<file path="config.mk">
export PLATFORM = sky130hd
export DESIGN_NAME = smec_back
export DESIGN_NICKNAME = d
export VERILOG_FILES = /design/src/hw/rtl/smec_pkg.sv /design/src/hw/rtl/smec_back.sv
export VERILOG_INCLUDE_DIRS = /design/src /design/src/hw/rtl
export SDC_FILE = /design/constraint.sdc
export NUM_CORES = 1
export LEC_CHECK = 0
export ABC_AREA = 1
export BUFFER_PORTS_ARGS = -buffer_cell sky130_fd_sc_hd__buf_4
export CAP_MARGIN = 20
export CORE_AREA = 2 2 80 82
export CTS_CLUSTER_DIAMETER = 60
export DETAILED_ROUTE_END_ITERATION = 12
export DIE_AREA = 0 0 82 84
export PLACE_DENSITY = 0.9
export SLEW_MARGIN = 25
export SYNTH_ARGS = -nofsm -noshare
export SYNTH_HDL_FRONTEND = slang
export SYNTH_SLANG_ARGS = --single-unit
</file>
<file path="constraint.sdc">
create_clock -name i_clk -period 8.9 [get_ports i_clk]
set_input_delay 0 -clock i_clk [delete_from_list [all_inputs] [get_ports i_clk]]
set_output_delay 0 -clock i_clk [all_outputs]
set_load 0.01 [all_outputs]
</file>
<file path="src/hw/rtl/spirv_module_envelope_checker_assert.svh">
// ----------------------------------------------------------------------------
// Assertion macros for the SPIR-V module envelope checker
// Clocked, reset-qualified wrappers around concurrent assertions.
// ----------------------------------------------------------------------------
`ifndef SPIRV_MODULE_ENVELOPE_CHECKER_ASSERT_SVH
`define SPIRV_MODULE_ENVELOPE_CHECKER_ASSERT_SVH

// A property that must hold in every cycle out of reset.
`define SMEC_ASSERT(lbl, clk, rst_n, prop, msg) \
    lbl: assert property (@(posedge clk) disable iff (!rst_n) (prop)) else $error(msg);

// A consequence that must hold in the cycle after its antecedent.
`define SMEC_ASSERT_NEXT(lbl, clk, rst_n, ante, cons, msg) \
    lbl: assert property (@(posedge clk) disable iff (!rst_n) (ante) |=> (cons)) \
        else $error(msg);

`endif

</file>
<file path="src/hw/rtl/smec_pkg.sv">
// ----------------------------------------------------------------------------
// smec_pkg
// Types, constants and the opcode minimum table of the envelope checker.
// ----------------------------------------------------------------------------
package smec_pkg;

    localparam int unsigned IDX_W = 21;
    localparam int unsigned LEN_W = 16;
    localparam int unsigned MIN_W = 3;

    localparam logic [IDX_W-1:0] MAX_WORDS_LIMIT = 21'd1048576;
    localparam logic [IDX_W-1:0] SIZE_LIMIT_RESET = 21'd262144;
    localparam logic [IDX_W-1:0] INDEX_MAX = {IDX_W{1'b1}};
    localparam logic [IDX_W-1:0] HEADER_WORDS = 21'd5;

    localparam logic [IDX_W-1:0] HDR_MAGIC_IDX = 21'd0;
    localparam logic [IDX_W-1:0] HDR_VERSION_IDX = 21'd1;
    localparam logic [IDX_W-1:0] HDR_BOUND_IDX = 21'd3;
    localparam logic [IDX_W-1:0] HDR_SCHEMA_IDX = 21'd4;

    localparam logic [31:0] MAGIC_WORD = 32'h0723_0203;
    localparam logic [31:0] ID_BOUND_MAX = 32'h003f_ffff;
    localparam logic [31:0] VERSION_PAD_MASK = 32'hff00_00ff;
    localparam logic [7:0] VERSION_MAJOR = 8'd1;
    localparam logic [7:0] VERSION_MINOR_MAX = 8'd6;

    localparam logic [15:0] OP_NAME = 16'd5;
    localparam logic [15:0] OP_ENTRY_POINT = 16'd15;
    localparam logic [15:0] OP_CAPABILITY = 16'd17;
    localparam logic [15:0] OP_TYPE_INT = 16'd21;
    localparam logic [15:0] OP_TYPE_FLOAT = 16'd22;
    localparam logic [15:0] OP_TYPE_VECTOR = 16'd23;
    localparam logic [15:0] OP_TYPE_POINTER = 16'd32;
    localparam logic [15:0] OP_CONSTANT = 16'd43;
    localparam logic [15:0] OP_CONSTANT_COMPOSITE = 16'd44;
    localparam logic [15:0] OP_FUNCTION = 16'd54;
    localparam logic [15:0] OP_VARIABLE = 16'd59;
    localparam logic [15:0] OP_LOAD = 16'd61;
    localparam logic [15:0] OP_STORE = 16'd62;
    localparam logic [15:0] OP_DECORATE = 16'd71;
    localparam logic [15:0] OP_SELECT = 16'd169;
    localparam logic [15:0] OP_TYPE_RANGE_LO = 16'd19;
    localparam logic [15:0] OP_TYPE_RANGE_HI = 16'd39;

    localparam logic [31:0] DEC_LOCATION = 32'd30;
    localparam logic [31:0] DEC_BUILTIN = 32'd11;
    localparam logic [1:0] DEC_KIND_POS = 2'd2;
    localparam logic [1:0] POS_MAX = 2'd3;
    localparam logic [MIN_W-1:0] DEC_IO_MIN = 3'd4;

    localparam int unsigned Q_DEPTH = 2;
    localparam int unsigned Q_PTR_W = 1;
    localparam int unsigned Q_CNT_W = 2;

    typedef enum logic [3:0] {
        ERR_NONE       = 4'd0,
        ERR_SHORT      = 4'd1,
        ERR_LONG       = 4'd2,
        ERR_MAGIC      = 4'd3,
        ERR_VERSION    = 4'd4,
        ERR_BOUND      = 4'd5,
        ERR_SCHEMA     = 4'd6,
        ERR_ZERO_COUNT = 4'd7,
        ERR_TRUNCATED  = 4'd8,
        ERR_FEW_OPS    = 4'd9,
        ERR_MISSING    = 4'd10
    } t_err;

    // One classified word as it passes from the front end to the walker.
    typedef struct packed {
        logic             last;
        logic             hdr;
        t_err             hdr_err;
        logic             short_mod;
        logic             too_long;
        logic [LEN_W-1:0] cnt;
        logic [MIN_W-1:0] op_min;
        logic             op_dec;
        logic             op_ep;
        logic             op_fn;
        logic             dec_io;
    } t_word_rec;

    function automatic logic [MIN_W-1:0] op_minimum(input logic [15:0] op);
        logic [MIN_W-1:0] m;
        case (op)
            OP_NAME:               m = 3'd3;
            OP_ENTRY_POINT:        m = 3'd4;
            OP_CAPABILITY:         m = 3'd2;
            OP_DECORATE:           m = 3'd3;
            OP_VARIABLE:           m = 3'd4;
            OP_TYPE_POINTER:       m = 3'd4;
            OP_TYPE_VECTOR:        m = 3'd4;
            OP_TYPE_FLOAT:         m = 3'd3;
            OP_TYPE_INT:           m = 3'd4;
            OP_CONSTANT:           m = 3'd4;
            OP_CONSTANT_COMPOSITE: m = 3'd4;
            OP_STORE:              m = 3'd3;
            OP_LOAD:               m = 3'd4;
            OP_FUNCTION:           m = 3'd5;
            OP_SELECT:             m = 3'd6;
            default:               m = (op inside {[OP_TYPE_RANGE_LO:OP_TYPE_RANGE_HI]})
                                       ? 3'd2 : 3'd1;
        endcase
        return m;
    endfunction

endpackage

</file>
<file path="src/hw/rtl/smec_back.sv">
// ----------------------------------------------------------------------------
// smec_back
// Walks the instruction stream word by word, latches the first error and
// delivers the verdict for each module through an output register.
// ----------------------------------------------------------------------------
`include "spirv_module_envelope_checker_assert.svh"

module smec_back (
    input  logic                  i_clk,
    input  logic                  i_rst_n,
    input  logic                  i_q_valid,
    input  smec_pkg::t_word_rec   i_rec,
    output logic                  o_pop,
    output logic                  o_out_valid,
    input  logic                  i_out_stall,
    output logic                  o_envelope_ok,
    output logic                  o_inspector_ok,
    output logic [3:0]            o_error_code
);

    logic [smec_pkg::LEN_W-1:0] r_words_left;
    logic [smec_pkg::LEN_W-1:0] n_words_left;
    logic [1:0]                 r_pos;
    logic [1:0]                 n_pos;
    logic [smec_pkg::LEN_W-1:0] r_inst_len;
    logic [smec_pkg::LEN_W-1:0] n_inst_len;
    logic                       r_cur_dec;
    logic                       n_cur_dec;
    logic [smec_pkg::MIN_W-1:0] r_min_words;
    logic [smec_pkg::MIN_W-1:0] n_min_words;
    smec_pkg::t_err             r_first_error;
    smec_pkg::t_err             n_first_error;
    logic                       r_seen_ep;
    logic                       n_seen_ep;
    logic                       r_seen_fn;
    logic                       n_seen_fn;

    logic                       r_out_valid;
    logic                       r_env_ok;
    logic                       r_insp_ok;
    smec_pkg::t_err             r_err_code;

    smec_pkg::t_err             res_err;
    smec_pkg::t_err             res_code;
    logic                       res_env;
    logic                       res_insp;

    // A non-final word never waits; the final word needs the result slot.
    assign o_pop = i_q_valid && (!i_rec.last || !r_out_valid || !i_out_stall);

    always_comb begin
        n_words_left  = r_words_left;
        n_pos         = r_pos;
        n_inst_len    = r_inst_len;
        n_cur_dec     = r_cur_dec;
        n_min_words   = r_min_words;
        n_first_error = r_first_error;
        n_seen_ep     = r_seen_ep;
        n_seen_fn     = r_seen_fn;
        if (i_rec.hdr) begin
            if (r_first_error == smec_pkg::ERR_NONE) begin
                n_first_error = i_rec.hdr_err;
            end
        end else if (r_first_error == smec_pkg::ERR_NONE) begin
            if (r_words_left == '0) begin
                if (i_rec.cnt == '0) begin
                    n_first_error = smec_pkg::ERR_ZERO_COUNT;
                end else begin
                    n_inst_len   = i_rec.cnt;
                    n_words_left = i_rec.cnt;
                    n_pos        = '0;
                    n_cur_dec    = i_rec.op_dec;
                    n_min_words  = i_rec.op_min;
                    n_seen_ep    = r_seen_ep || i_rec.op_ep;
                    n_seen_fn    = r_seen_fn || i_rec.op_fn;
                end
            end
            if (n_first_error == smec_pkg::ERR_NONE) begin
                if ((n_pos == smec_pkg::DEC_KIND_POS) && n_cur_dec && i_rec.dec_io) begin
                    n_min_words = smec_pkg::DEC_IO_MIN;
                end
                if (n_pos != smec_pkg::POS_MAX) begin
                    n_pos = n_pos + 2'd1;
                end
                n_words_left = n_words_left - 16'd1;
                if (n_words_left == '0) begin
                    if (n_inst_len < {{(smec_pkg::LEN_W-smec_pkg::MIN_W){1'b0}},
                                      n_min_words}) begin
                        n_first_error = smec_pkg::ERR_FEW_OPS;
                    end
                end else if (i_rec.last) begin
                    n_first_error = smec_pkg::ERR_TRUNCATED;
                end
            end
        end

        if (i_rec.short_mod) begin
            res_err = smec_pkg::ERR_SHORT;
        end else if (i_rec.too_long) begin
            res_err = smec_pkg::ERR_LONG;
        end else begin
            res_err = n_first_error;
        end
        res_env  = (res_err == smec_pkg::ERR_NONE);
        res_insp = res_env && n_seen_ep && n_seen_fn;
        res_code = (res_env && !res_insp) ? smec_pkg::ERR_MISSING : res_err;
    end

    always_ff @(posedge i_clk) begin
        if (!i_rst_n) begin
            r_words_left  <= '0;
            r_pos         <= '0;
            r_inst_len    <= '0;
            r_cur_dec     <= 1'b0;
            r_min_words   <= '0;
            r_first_error <= smec_pkg::ERR_NONE;
            r_seen_ep     <= 1'b0;
            r_seen_fn     <= 1'b0;
        end else if (o_pop) begin
            if (i_rec.last) begin
                r_words_left  <= '0;
                r_pos         <= '0;
                r_inst_len    <= '0;
                r_cur_dec     <= 1'b0;
                r_min_words   <= '0;
                r_first_error <= smec_pkg::ERR_NONE;
                r_seen_ep     <= 1'b0;
                r_seen_fn     <= 1'b0;
            end else begin
                r_words_left  <= n_words_left;
                r_pos         <= n_pos;
                r_inst_len    <= n_inst_len;
                r_cur_dec     <= n_cur_dec;
                r_min_words   <= n_min_words;
                r_first_error <= n_first_error;
                r_seen_ep     <= n_seen_ep;
                r_seen_fn     <= n_seen_fn;
            end
        end
    end

    always_ff @(posedge i_clk) begin
        if (!i_rst_n) begin
            r_out_valid <= 1'b0;
        end else if (o_pop && i_rec.last) begin
            r_out_valid <= 1'b1;
        end else if (!i_out_stall) begin
            r_out_valid <= 1'b0;
        end
    end

    always_ff @(posedge i_clk) begin
        if (o_pop && i_rec.last) begin
            r_env_ok   <= res_env;
            r_insp_ok  <= res_insp;
            r_err_code <= res_code;
        end
    end

    assign o_out_valid    = r_out_valid;
    assign o_envelope_ok  = r_env_ok;
    assign o_inspector_ok = r_insp_ok;
    assign o_error_code   = r_err_code;

    `SMEC_ASSERT(a_insp_needs_env, i_clk, i_rst_n, !r_out_valid || !r_insp_ok || r_env_ok,
        "inspector verdict without a valid envelope")
    `SMEC_ASSERT(a_code_matches, i_clk, i_rst_n,
        !r_out_valid || (r_env_ok == ((r_err_code == smec_pkg::ERR_NONE) ||
                                      (r_err_code == smec_pkg::ERR_MISSING))),
        "error code disagrees with envelope verdict")
    `SMEC_ASSERT_NEXT(a_clear_after_last, i_clk, i_rst_n, o_pop && i_rec.last,
        (r_first_error == smec_pkg::ERR_NONE) && (r_words_left == '0) && !r_seen_ep,
        "walker state not cleared after final word")

endmodule

</file>
==> qor.txt <==
Maximum vdd drop: 0.158 mV
Quantity of gates resized following cts: 0
Number of top-level pins: 43
Height of the die: 84 microns
Pins over their slew limit: 0
Sequential cell area fraction in the yosys report: 28.7%
Post-synthesis async set-or-reset flop share: 0%
Via count of the first global-routing pass: 3,571
Total number of H-tree levels: 2
Final cell area excluding filler cells: 0.00419 sq mm
Finish-stage setup viols: 0
CTS Buf Count: 5
Pin count of the biggest net entering global routing: 39
Largest cells by area after synthesis: sky130_fd_sc_hd__dfxtp_1 (24%), sky130_fd_sc_hd__nand2_1 (21%), sky130_fd_sc_hd__a21oi_1 (6.2%)
Die area: 0.00689 sq mm
Internal reg-to-reg setup slack: 5.10 ns
Worst setup SP type: register
Hold Violations, Final: 0
Critical path type: reg -> reg
Clock tree from TritonCTS: yes
Post-DR wirelength/cell: 14.1 microns
Endpoint required time on the critical path: 8.97 ns
Worst r2r src: r_words_left[14]
Number of design-rule violations left by the first detailed-router iteration: 375
Number of instances in the placed design: 699
Post-Syn Area per Cell: 6.33 sq um
Global-route wire length before repair: 16,700 microns
Tightest Hold Check Type: in -> reg
CP Data Arrival Time: 3.86 ns
Total number of vias: 3,933
Horizontal die dimension: 82 microns
Last weighted congestion value of the routability-driven placer: 0.926
PD cells: 261 mW/mm^2
Netlist area before placement: 0.00377 sq mm
Clock-pin slew on the worst setup and hold paths: 0.09 ns
Critical Path Sink Type: register
Post-place instance area: 0.00409 sq mm
Setup Total Neg Slack: 0 ns
Unrepaired setup endpoints after global routing: no
Status: finished, final reports clean
Top FF cell, synth: sky130_fd_sc_hd__dfxtp_1
Number of vias per cell: 5.56
Total area of multi-input combinational cells: 0.00233 sq mm
Sink Count: 51
Total gr overflow: 0
Count of antenna diodes in the layout: 0
Fillers: 510
Proportion of layout cells with a drive suffix above 1: 21.6%
Core region area: 0.00610 sq mm
Number of enable flip-flop cells after synthesis: 6
Peak clock frequency supported by timing: 0.263 GHz
Max-cap violation count: 0
Hold Worst Slack: 0.00910 ns
Clock tree root buffer cell: sky130_fd_sc_hd__clkbuf_8
Final clock period utilization by the worst path: 42.7%
Synthesized flop and latch total: 51
Endpoint of the worst register-to-register path: o_error_code[1]
Detailed-route DRC error count: 0
Most area-hungry cell type in the Yosys netlist: sky130_fd_sc_hd__dfxtp_1
Distinct cell type count of the synthesized netlist: 39
Total area of sequential cells: 0.00108 sq mm
Final wirelength: 9990 microns
Synthesized net count: 635
Number of standard cells after synthesis: 596
Count leader, synth: sky130_fd_sc_hd__nand2_1
Buffer levels on the longest clock path: 2
Area fraction of the dominant cell type after synthesis: 23.9%
Worst setup path start: r_words_left[14]
Initial antenna violation count: 0
Top fanout value on the critical path: 23
Min cycle time layout: 3.80 ns
Worst-margin pin slew: 0.930 ns
Skew-Pair Late Insertion Delay: 0.30 ns
Count of standard-cell rows: 29
Number of optimization iterations in the first detailed-route pass: 6
Number of nets in the finished design: 669
Initial cell density of the core: 61.9%
Detailed Place HPWL: 7620 microns
Warning count from the yosys run: 0
Final standard cell count with taps included and fillers excluded: 708
End point of the critical path: o_error_code[1]
Normalized max-slew margin: 37.8%
Worst r2r path cells: 22
Total leakage power: 2.05 nW
Signed area change from the synthesized netlist to the final layout: 11.1%
Synth cell count leaders: sky130_fd_sc_hd__nand2_1 (216), sky130_fd_sc_hd__inv_1 (50), sky130_fd_sc_hd__a21oi_1 (47), sky130_fd_sc_hd__nand3_1 (47), sky130_fd_sc_hd__dfxtp_1 (45)
Global routing usage summed across all routing layers: 30.7%
Worst Skew: 0.00591 ns
Input/output buffers: 42
DRT antenna net count: 0
-- power by group --
group          internal (mW)  switching (mW)
clock                 0.0638          0.0751
sequential             0.247         0.00839
combinational          0.210           0.488
-- sequential cells by signal (all words and copies together), names as in the netlist, 2 cells and up --
register	flops
o_error_code	4
r_first_error	4
r_inst_len	16
r_min_words	3
r_pos	2
r_words_left	16
-- cells by family after synthesis --
family | share of synthesized area (%)
DFF | 28.7
buffers and inverters | 9.75
and+or+nand+nor | 49.6
AOI/OAI and AO/OA | 9.92
adders and majority gates | 1.33
muxes | 0.265
xor gates and xnor gates | 0.464
-- repair_timing --
item                      in CTS  in global routing
buffers inserted               0                  0
hold endpoints to repair       2                  0
hold buffers                   1                  0
-- routing by layer --
metal  part of all wire [%]  track usage [%]  routed length, microns
met5                      0                0                       0
met4                    2.3             8.94                     229
met3                    7.0             4.87                     702
met2                     47             48.3                    4680
met1                     44             42.8                    4380
-- per-stage QoR --
stage | utilization (%) | power (mW) | setup WS, ns
floorplan | - | 0.824 | 6.10
global placement | 67.0 | 0.925 | 5.26
detailed placement | 67.0 | 0.937 | 5.25
CTS | 68.8 | 1.08 | 5.20
global route | 68.8 | 1.18 | 4.83
finish | 68.8 | 1.09 | 5.10
-- layout make-up --
type	count	area share (%)
Clock buffer	7	2.06
Timing Repair Buffer	45	8.12
Tap cell	77	2.30
Sequential cell	51	25.8
Multi-Input combinational cell	460	55.5
Clock inverter	1	0.209
Inverter	67	6.00
-- layout by cell type, fill, tap and decap left out, types with 2 or more instances in the layout --
cell and n:
sky130_fd_sc_hd__nor2_2 13, sky130_fd_sc_hd__nand3b_1 2, sky130_fd_sc_hd__a21oi_1 47, sky130_fd_sc_hd__or2_2 9, sky130_fd_sc_hd__inv_2 13, sky130_fd_sc_hd__dfxtp_1 45, sky130_fd_sc_hd__nor2_8 3, sky130_fd_sc_hd__inv_1 50
sky130_fd_sc_hd__o21bai_1 2, sky130_fd_sc_hd__nor3_1 3, sky130_fd_sc_hd__o21ai_0 16, sky130_fd_sc_hd__edfxtp_1 6, sky130_fd_sc_hd__nand3_4 3, sky130_fd_sc_hd__nor2_1 36, sky130_fd_sc_hd__o21ai_1 3, sky130_fd_sc_hd__nand2_1 216
sky130_fd_sc_hd__xor2_1 2, sky130_fd_sc_hd__nand2_4 9, sky130_fd_sc_hd__buf_4 44, sky130_fd_sc_hd__nand4_1 5, sky130_fd_sc_hd__clkbuf_8 6, sky130_fd_sc_hd__nand3_1 47, sky130_fd_sc_hd__nand3_2 9, sky130_fd_sc_hd__clkinv_1 4
sky130_fd_sc_hd__nor2_4 3, sky130_fd_sc_hd__ha_1 4, sky130_fd_sc_hd__nand2_2 19
-- critical path, stage by stage, from the launching register on --
cell	delay [ns]
sky130_fd_sc_hd__dfxtp_1	0.33
sky130_fd_sc_hd__inv_1	0.07
sky130_fd_sc_hd__nand2_1	0.05
sky130_fd_sc_hd__nor2_1	0.12
sky130_fd_sc_hd__nand2_2	0.13
sky130_fd_sc_hd__nor2_8	0.39
sky130_fd_sc_hd__nand3b_1	0.29
sky130_fd_sc_hd__nand2_4	0.19
sky130_fd_sc_hd__ha_1	0.34
sky130_fd_sc_hd__nand3_1	0.12
sky130_fd_sc_hd__nor2_1	0.28
sky130_fd_sc_hd__nand2_1	0.09
sky130_fd_sc_hd__nand2_1	0.06
sky130_fd_sc_hd__nand2_1	0.08
sky130_fd_sc_hd__nand3b_1	0.23
sky130_fd_sc_hd__nor2_2	0.19
sky130_fd_sc_hd__nand2_1	0.08
sky130_fd_sc_hd__nand2_1	0.06
sky130_fd_sc_hd__nand3_1	0.07
sky130_fd_sc_hd__nand2_2	0.12
sky130_fd_sc_hd__nand3_2	0.11
sky130_fd_sc_hd__nand4_2	0.12
sky130_fd_sc_hd__nand2_1	0.05
-- worst min path at each step --
stage / depth (start not counted) / endpoint / startpoint / slack [ns]
CTS: 5 / o_out_valid / i_out_stall / 0.005
finish: 3 / o_error_code[0] / i_rec[24] / 0.009
global route: 3 / o_error_code[0] / i_rec[24] / 0.02
global placement: 3 / o_out_valid / i_rst_n / 0.21
detailed placement: 3 / o_out_valid / i_rst_n / 0.22
floorplan: 2 / o_out_valid / i_rst_n / 0.1
Power figures use the tool's default switching activity.
